### src/rtl/core/set_assoc_cache_lru_lookup_macros.svh
// Assertion macros shared by the cache lookup RTL.
// Depends on nothing; included by the modules that carry assertions.
`ifndef SET_ASSOC_CACHE_LRU_LOOKUP_MACROS_SVH
`define SET_ASSOC_CACHE_LRU_LOOKUP_MACROS_SVH

// Same-cycle implication, checked outside of reset.
`define SACL_ASSERT_NOW(label, clk, rst, ante, cons) \
  label: assert property (@(posedge clk) disable iff (rst) (ante) |-> (cons)) \
    else $error("%m: same-cycle check failed");

// Next-cycle implication, checked outside of reset.
`define SACL_ASSERT_NEXT(label, clk, rst, ante, cons) \
  label: assert property (@(posedge clk) disable iff (rst) (ante) |=> (cons)) \
    else $error("%m: next-cycle check failed");

`endif

### src/rtl/core/sacl_pkg.sv
// Shared sizes, register indexes and controller commands for the cache lookup.
// Used by sacl_ctrl, sacl_dpath and set_assoc_cache_lru_lookup.
`default_nettype none

package sacl_pkg;

  // Geometry of the tag store.
  localparam int MAX_WAYS   = 8;
  localparam int MAX_SETS   = 512;
  localparam int ADDR_WIDTH = 32;

  localparam int SET_BITS       = (MAX_SETS > 1) ? $clog2(MAX_SETS) : 1;
  localparam int MAX_INDEX_BITS = $clog2(MAX_SETS + 1) - 1;
  localparam int WAY_IDX_BITS   = (MAX_WAYS > 1) ? $clog2(MAX_WAYS) : 1;
  localparam int TREE_LEAVES    = 1 << WAY_IDX_BITS;

  // Fixed port widths.
  localparam int CFG_WIDTH   = 4;
  localparam int CFG_IDX_W   = 2;
  localparam int WAY_W       = 3;
  localparam int SET_W       = 9;
  localparam int COUNT_W     = 32;
  localparam int TAG_W       = 32;

  // Configuration register indexes.
  localparam logic [CFG_IDX_W-1:0] CFG_OFFSET_BITS = 2'd0;
  localparam logic [CFG_IDX_W-1:0] CFG_INDEX_BITS  = 2'd1;
  localparam logic [CFG_IDX_W-1:0] CFG_WAYS_IN_USE = 2'd2;

  // Reset values of the configuration registers.
  localparam logic [CFG_WIDTH-1:0] RESET_OFFSET_BITS = 4'd6;
  localparam logic [CFG_WIDTH-1:0] RESET_INDEX_BITS  = 4'd9;
  localparam logic [CFG_WIDTH-1:0] RESET_WAYS_IN_USE = 4'd1;

  // One row of the store holds every way of a set.
  typedef struct packed {
    logic [MAX_WAYS-1:0]             valid;
    logic [MAX_WAYS-1:0][TAG_W-1:0]  tag;
    logic [MAX_WAYS-1:0][COUNT_W-1:0] stamp;
  } row_t;

  // Commands from the controller to the datapath.
  typedef struct packed {
    logic                clear_we;
    logic [SET_BITS-1:0] clear_addr;
    logic                read_en;
    logic                update;
  } cmd_t;

endpackage

`default_nettype wire

### src/rtl/core/sacl_ctrl.sv
// Sequencer of the cache lookup: row clearing after reset, request accept,
// result hand-off. Depends on sacl_pkg and the assertion macro header.
`default_nettype none

`include "set_assoc_cache_lru_lookup_macros.svh"

module sacl_ctrl (
  input  wire logic          clk,
  input  wire logic          rst,
  input  wire logic          in_valid,
  output logic               in_ready,
  output logic               out_valid,
  input  wire logic          out_ready,
  output sacl_pkg::cmd_t     cmd
);

  typedef enum logic [1:0] {
    CLEAR,
    IDLE,
    LOOKUP
  } state_t;

  state_t                        state;
  logic [sacl_pkg::SET_BITS-1:0] clear_cnt;
  logic                          can_load;

  // A new result may load when the output register is empty or draining.
  assign can_load = !out_valid || out_ready;
  assign in_ready = (state == IDLE);

  // Commands to the datapath.
  always_comb begin
    cmd            = '0;
    cmd.clear_addr = clear_cnt;
    cmd.clear_we   = (state == CLEAR);
    cmd.read_en    = (state == IDLE) && in_valid;
    cmd.update     = (state == LOOKUP) && can_load;
  end

  // State, clear counter and output valid flag.
  always_ff @(posedge clk) begin
    if (rst) begin
      state     <= CLEAR;
      clear_cnt <= '0;
      out_valid <= 1'b0;
    end else begin
      case (state)
        CLEAR: begin
          clear_cnt <= clear_cnt + 1'b1;
          if (clear_cnt == sacl_pkg::SET_BITS'(sacl_pkg::MAX_SETS - 1)) begin
            state <= IDLE;
          end
        end
        IDLE: begin
          if (in_valid) begin
            state <= LOOKUP;
          end
        end
        LOOKUP: begin
          if (can_load) begin
            state <= IDLE;
          end
        end
        default: begin
          state <= CLEAR;
        end
      endcase

      if (cmd.update) begin
        out_valid <= 1'b1;
      end else if (out_ready) begin
        out_valid <= 1'b0;
      end
    end
  end

  // Only one request is in flight, a result is never overwritten unread,
  // and a loaded result is presented in the next cycle.
  `SACL_ASSERT_NEXT(a_one_in_flight, clk, rst, in_valid && in_ready, !in_ready)
  `SACL_ASSERT_NOW(a_no_overwrite, clk, rst, cmd.update && out_valid, out_ready)
  `SACL_ASSERT_NEXT(a_update_shows, clk, rst, cmd.update, out_valid)
  `SACL_ASSERT_NOW(a_no_read_in_clear, clk, rst, cmd.clear_we, !cmd.read_en && !in_ready)

endmodule

`default_nettype wire

### config.mk
export PLATFORM = sky130hd
export DESIGN_NAME = sacl_ctrl
export DESIGN_NICKNAME = d
export VERILOG_FILES = /design/src/rtl/core/sacl_pkg.sv /design/src/rtl/core/sacl_ctrl.sv
export VERILOG_INCLUDE_DIRS = /design/src /design/src/rtl/core
export SDC_FILE = /design/constraint.sdc
export NUM_CORES = 1
export LEC_CHECK = 0
export ABC_AREA = 1
export BUFFER_PORTS_ARGS = -buffer_cell sky130_fd_sc_hd__buf_2
export CAP_MARGIN = 20
export CORE_MARGIN = 3
export CORE_UTILIZATION = 35
export DETAILED_ROUTE_END_ITERATION = 10
export SETUP_SLACK_MARGIN = 0.05
export SKIP_CTS_REPAIR_TIMING = 1
export SYNTH_ARGS = -nofsm -noshare
export SYNTH_HDL_FRONTEND = slang
export SYNTH_SLANG_ARGS = --single-unit
### constraint.sdc
create_clock -name clk -period 1.22 [get_ports clk]
set_input_delay 0.061 -clock clk [delete_from_list [all_inputs] [get_ports clk]]
set_output_delay 0.061 -clock clk [all_outputs]
set_load 0.02 [all_outputs]
## Yosys cells after proc, flatten, opt, wreduce, memory -nomap -nowiden

Cells that the tools add are included.

- Reductions and logical operators: 7
- $add $sub $neg: 1
- Muxes and demuxes: 6
- Eq/ne operators: 6

Operators by type and width:

| cell | number |
|---|---|
| $add 9x1->9 const B | 1 |
| $eq 9x9->1 const B | 1 |
| $mux 2 | 3 |
| $pmux 2 s3 | 1 |
| $ne 2x2->1 const B | 2 |
| $reduce_and 3->1 | 1 |
| $eq 2x1->1 const B | 1 |
| $eq 2x2->1 const B | 1 |
| $logic_and 1x1->1 | 2 |
| $logic_not 2->1 | 1 |
| $mux 1 | 2 |
| $ne 2x1->1 const B | 1 |
| $reduce_bool 2->1 | 1 |
| $logic_not 1->1 | 1 |
| $logic_or 1x1->1 | 1 |

- Logic and storage cells: 23
- Flip-flop bits (word level): 12
- Output and inout bits: 14

## Logic depth before layout (Yosys ltp)

Gate-level depths: netlist (run 1).

- Word-level depth: 4
- Gate-level depth with buffers: 6
- Depth with buffers taken out: 6

## Least setup slack after synthesis (run 1)

OpenSTA, ideal clock, no wires.

- Path type: register to register
- Start point: register clear_cnt[0] (netlist bit)
- End point: register clear_cnt[8] (netlist bit)
- Setup slack: -165 ps
- Period minus slack after synthesis: 1385 ps
- Data arrival time: 1269 ps
- Stages on the path, launching flop included: 7
- Data required time: 1104 ps
- Setup time: 116 ps
- Cells stage by stage: dfxtp_1 ha_1 nand3_1 nor2_1 ha_1 nor2_1 nor2_1

- Cells in the longest elaborated chain, start to end: 1

Ends and longest elaborated chain:

| item | line | RTL |
|---|---|---|
| from (decl) | sacl_ctrl.sv:24 | `logic [sacl_pkg::SET_BITS-1:0] clear_cnt;` |
| from (signal assigned) | sacl_ctrl.sv:49 | `clear_cnt <= clear_cnt + 1'b1;` |
| $add 9x1->9 | sacl_ctrl.sv:49 |  |

Every way passes these cells.
A chain may end at the register's enable or synchronous reset.

## Worst setup path after layout (run 1)

- Start point: register clear_cnt[1] (netlist bit)
- End point: register state[0]

- Cells in the longest elaborated chain, start to end: 3

Ends and longest elaborated chain:

| item | line | RTL |
|---|---|---|
| $eq 9x9->1 | sacl_ctrl.sv:50 | `if (clear_cnt == sacl_pkg::SET_BITS'(sacl_pkg::MAX_SETS - 1)) begin` |
| $ne 2x1->1 (no source line) | - |  |
| $reduce_and 3->1 (no source line) | - |  |
| to (signal assigned) | sacl_ctrl.sv:51 | `state <= IDLE;` |
| to (signal assigned) | sacl_ctrl.sv:56 | `state <= LOOKUP;` |
| to (signal assigned) | sacl_ctrl.sv:61 | `state <= IDLE;` |
| to (decl) | sacl_ctrl.sv:23 | `state_t state;` |

Every way passes these cells.

==> results.cfg, run 1 <==
[run_status]
status = finished, final reports clean

[yosys]
synth_compound_area_frac = 0.118
syn-num-nets = 84
synthAdderAreaFrac = 0.0454
yosys_register_bits = 12
synthMuxAreaShare = 0
synth.cell_area_um2 = 552
synth-seq-area-share = 0.435
yosysWarnings = 0
synth_top_family_by_area = simple AND/OR/NAND/NOR gates
ys_types = 15
synth-xor-area-share = 0
netlist_instances = 78
synth-simple-area-share = 0.333
synth_area_per_cell_um2 = 7.07

[drt]
ant_nets = 0
drt_iter0_markers = 6
first_pass_iters = 5
viasPerCell = 4.79
vias = 560
wire_per_inst_um = 10.2
drc = 0
wl_mm = 1.19

[timing]
slew_headroom = 0.810
hold_viol = 0
rsz0062_at_grt = true
worst_pin_slew_ps = 283
period_share = 0.936
hold_ws_ps = 54.8
clock.fmax_mhz = 876
fin_setup_tns_ps = 0
finalMaxSlewViolations = 0
skew_ps = 10.4
setup_viol = 0
period_minus_slack_ps = 1140

[worst_setup_path]
end_kind = flip-flop
cp_max_fo = 4
r2r_setup_slack_ps = 80
setup.worst_path.class = flip-flop to flip-flop
cp.arrival_ps = 1300
cp-start-kind = flip-flop
crit_required_ps = 1380

[clock_network]
path_clk_slew_ps = 80
clock_sinks = 12
clock_latency_ps = 280
numCtsBuffers = 3
root_buffer = clkbuf_4
cts_htree_levels = 1
cts_tree = done
cts_buffer_depth = 2

[floorplan]
fp-row-count = 13
start_util = 0.399
die_x_um = 45.7
ios = 18
coreArea_um2 = 1380
die_area_um2 = 2090
die_h_um = 45.7

[grt]
grt_usage = 0.134
grt_pass1_wl_mm = 1.93
overflow = 0
antenna_found_initial = 0
first_global_vias = 463
grt_max_degree = 11

[finish]
final_layout_size_suffix_gt1_frac = 0.382
regArea_um2 = 260
final.fill_count = 146
diodes = 0
multi_input_area_um2 = 304
final_common_cell = nor2_1
areaGrowthSynthToFinish_pct = 37.6
layout_common_cells = nor2_1 (17), buf_2 (16), nand2_1 (12), inv_1 (9), o21ai_0 (5)
layout.nets = 109

[power]
power_density_nw_per_um2 = 952
vdd_drop_max_v = 0.000457
p_leak_nw = 0.354

[place]
hpwlAfterDp_um = 873
gp_congestion = 0.779
port_buffers = 17

[flow_run]
drv_cap = 0

[min_path]
hold_class = input pin to flip-flop
synth_stat cells, drive strengths merged:
cell,count,area (um^2)
dfxtp,12,240
nand3,5,30.0
nand4,1,6.26
a21oi,4,20.0
o21ai,6,30.0
clkinv,1,3.75
inv,9,33.8
nand2,12,45.0
nor3,2,10.0
o21a,2,15.0
nor2,22,92.6
ha,2,25.0
path summary, 6_finish.rpt:
path	cells after the start	start	endpoint
setup / recovery	6	clear_cnt[1]$_SDFFE_PP0P_	state[0]$_SDFFE_PP0P_
hold / removal	3	in_valid	state[1]$_SDFFE_PP0P_
setup reg to reg	6	clear_cnt[1]$_SDFFE_PP0P_	state[0]$_SDFFE_PP0P_
hold reg to reg	2	clear_cnt[5]$_SDFFE_PP0P_	clear_cnt[5]$_SDFFE_PP0P_
layer usage:
| metal | wire length (um) | vias to the layer above | track usage |
|---|---|---|---|
| met5 | 0 | - | 0 |
| li1 | - | 298 | - |
| met3 | 71 | 5 | 0.0593 |
| met1 | 570 | 243 | 0.174 |
| met2 | 521 | 14 | 0.170 |
| met4 | 31 | 0 | 0.102 |
critical path, stage by stage (launching register included):
cell	delay, ps
dfxtp_4	360
ha_4	170
nand3_2	70
nor2_2	30
ha_1	160
o21ai_0	160
nor3_1	60
registers in the layout, summed over array words and instances, names as in the netlist:
register,count
state,2
out_valid,1
clear_cnt,9
power by group:
group | switching, mW | internal, mW | leakage (nW)
combinational | 0.0348 | 0.0254 | 0.237
clock | 0.129 | 0.127 | 0.0150
sequential | 0.0116 | 0.396 | 0.102
logic make-up (layout without fill, tap and decap cells):
group	Yosys count	after routing
buffers and inverters	10	34
AND/OR/NAND/NOR	42	42
flip-flops	12	12
adder cells (fa/ha/maj)	2	2
AO/OA/AOI/OAI	12	12
final cells by class:
| class | instances | share of cell area |
|---|---|---|
| Inverter | 10 | 0.0494 |
| Tap cell | 15 | 0.0247 |
| Clock buffer | 4 | 0.0346 |
| Sequential cell | 12 | 0.343 |
| Timing Repair Buffer | 20 | 0.148 |
| Multi-Input combinational cell | 56 | 0.400 |
per-stage QoR:
| stage | area [um^2] | setup slack [ps] | power [mW] | utilization | cells |
|---|---|---|---|---|---|
| floorplan | 576 | 65.5 | 0.456 | - | 78 |
| global placement | 687 | 78.7 | 0.477 | 0.497 | 111 |
| detailed placement | 687 | 57.0 | 0.477 | 0.497 | 111 |
| CTS | 713 | -18.4 | 0.741 | 0.516 | 115 |
| global route | 759 | 6.41 | 0.765 | 0.549 | 117 |
| finish | 759 | 78.0 | 0.723 | 0.549 | 117 |
Power figures use the tool's default switching activity.
==> inputs of run 2 (changes only) <==
Settings changed: SLEW_MARGIN from default to 15.
Clock period 1.22 ns to 1.4 ns, I/O delays scaled along.
==> run 2 against run 1 <==
Against the previous run: utilization decreased by 3.2 points; cell count is 0.85% lower; clock skew decreased by 8.7 ps; global-route usage up 0.15 points; sequential share of layout area fell by 0.18 points; final area fell by 5.8%; worst hold slack improved by 1.2 ps; worst setup slack better by 57 ps; sequential power fell by 12%; critical endpoint is now clear_cnt[8]$_SDFFE_PP0P_.
==> results.cfg, run 2 (synthesized netlist as in run 1, its figures left out) <==
[worst_setup_path]
setup.worst_path.class = flip-flop to flip-flop
cp.arrival_ps = 1440
cp-start-kind = flip-flop
crit_required_ps = 1570
cp_max_fo = 5
end_kind = flip-flop

[clock_network]
clock_sinks = 12
root_buffer = clkbuf_4
clock_latency_ps = 270
cts_tree = done
cts_buffer_depth = 2
numCtsBuffers = 3
cts_htree_levels = 1
path_clk_slew_ps = 80

[finish]
layout.nets = 108
layout_common_cells = nor2_1 (20), buf_2 (17), nand2_1 (12), inv_1 (9), dfxtp_1 (9)
final_layout_size_suffix_gt1_frac = 0.287
largest_register_ff_count = 9
areaGrowthSynthToFinish_pct = 29.7
max_flop_register = clear_cnt
finalInstanceArea_um2 = 716
final_util = 0.518
top_regs = clear_cnt: 9 flops, state: 2 flops, out_valid: 1 flops
diodes = 0
final_common_cell = nor2_1

[grt]
grt_pass1_wl_mm = 2.00
first_global_vias = 458
overflow = 0
grt_max_degree = 11
grt_usage = 0.136
antenna_found_initial = 0

[drt]
viasPerCell = 4.70
ant_nets = 0
first_pass_iters = 4
drc = 0
drt_iter0_markers = 8
wl_mm = 1.19
vias = 545
wire_per_inst_um = 10.3

[timing]
slew_headroom = 0.829
worst_pin_slew_ps = 256
clock.fmax_mhz = 790
skew_ps = 1.66
hold_viol = 0
finalMaxSlewViolations = 0
hold_ws_ps = 56.0
period_share = 0.904
period_minus_slack_ps = 1270
setup_viol = 0
rsz0062_at_grt = false
fin_setup_tns_ps = 0

[floorplan]
die_x_um = 45.7
coreArea_um2 = 1380
fp-row-count = 13
die_h_um = 45.7
die_area_um2 = 2090
start_util = 0.399
ios = 18

[run_status]
status = finished, final reports clean

[flow_run]
drv_cap = 0

[place]
place_area_um2 = 666
gp_congestion = 0.756
port_buffers = 17
hpwlAfterDp_um = 888

[power]
vdd_drop_max_v = 0.000582
power_density_nw_per_um2 = 965
p_leak_nw = 0.351

[min_path]
hold_class = input pin to flip-flop
run 2: cell types whose count changed in the layout (fill, tap and decap cells not counted), moves of 2 or more:
cell     delta
buf_4       -2
nor2_1      +3
nor2_2      -3
dfxtp_4     -4
dfxtp_1     +5
run 2: area by class of cell:
cell class	count	area (um^2)
sequential	12	244
multi-input combinational	56	277
inverter	10	37.5
timing repair buffer	19	103
fill	153	667
clock buffer	4	36.3
tap	15	18.8
run 2: final timing paths:
| check | cells past startpoint | slack [ps] | endpoint | start |
|---|---|---|---|---|
| worst max-delay path | 6 | 130 | clear_cnt[8]$_SDFFE_PP0P_ | clear_cnt[0]$_SDFFE_PP0P_ |
| worst min-delay path | 3 | 60 | state[0]$_SDFFE_PP0P_ | in_valid |
| worst max register to register | 6 | 130 | clear_cnt[8]$_SDFFE_PP0P_ | clear_cnt[0]$_SDFFE_PP0P_ |
| worst min register to register | 2 | 520 | clear_cnt[0]$_SDFFE_PP0P_ | clear_cnt[0]$_SDFFE_PP0P_ |
run 2: through the flow:
| step | setup WS, ps | total power [mW] | std cells |
|---|---|---|---|
| 2_1_floorplan | 122 | 0.394 | 78 |
| 5_1_grt | 53.8 | 0.721 | 116 |
| 6_report | 135 | 0.691 | 116 |
| 4_1_cts | 119 | 0.690 | 115 |
| 3_5_place_dp | 133 | 0.412 | 111 |
| 3_3_place_gp | 172 | 0.411 | 111 |
run 2: power by group:
group / total (mW) / leakage [nW] / internal (mW) / switching (mW)
sequential: 0.358 / 0.0983 / 0.349 / 0.00841
combinational: 0.0487 / 0.232 / 0.0198 / 0.0288
clock: 0.284 / 0.0210 / 0.158 / 0.126
run 2: critical path, stage by stage, from the launching register on:
cell and delay (ps):
dfxtp_2 370, ha_2 210, nand3_1 80, nor2_1 120, ha_1 230, nor2_1 100, nor2_1 50
run 2: routing by layer:
layer	GRT usage	vias to the layer above	wire, um
li1	-	294	-
met1	0.190	235	598
met2	0.181	14	494
met3	0.0474	2	87
met4	0.0682	0	10
met5	0	-	0
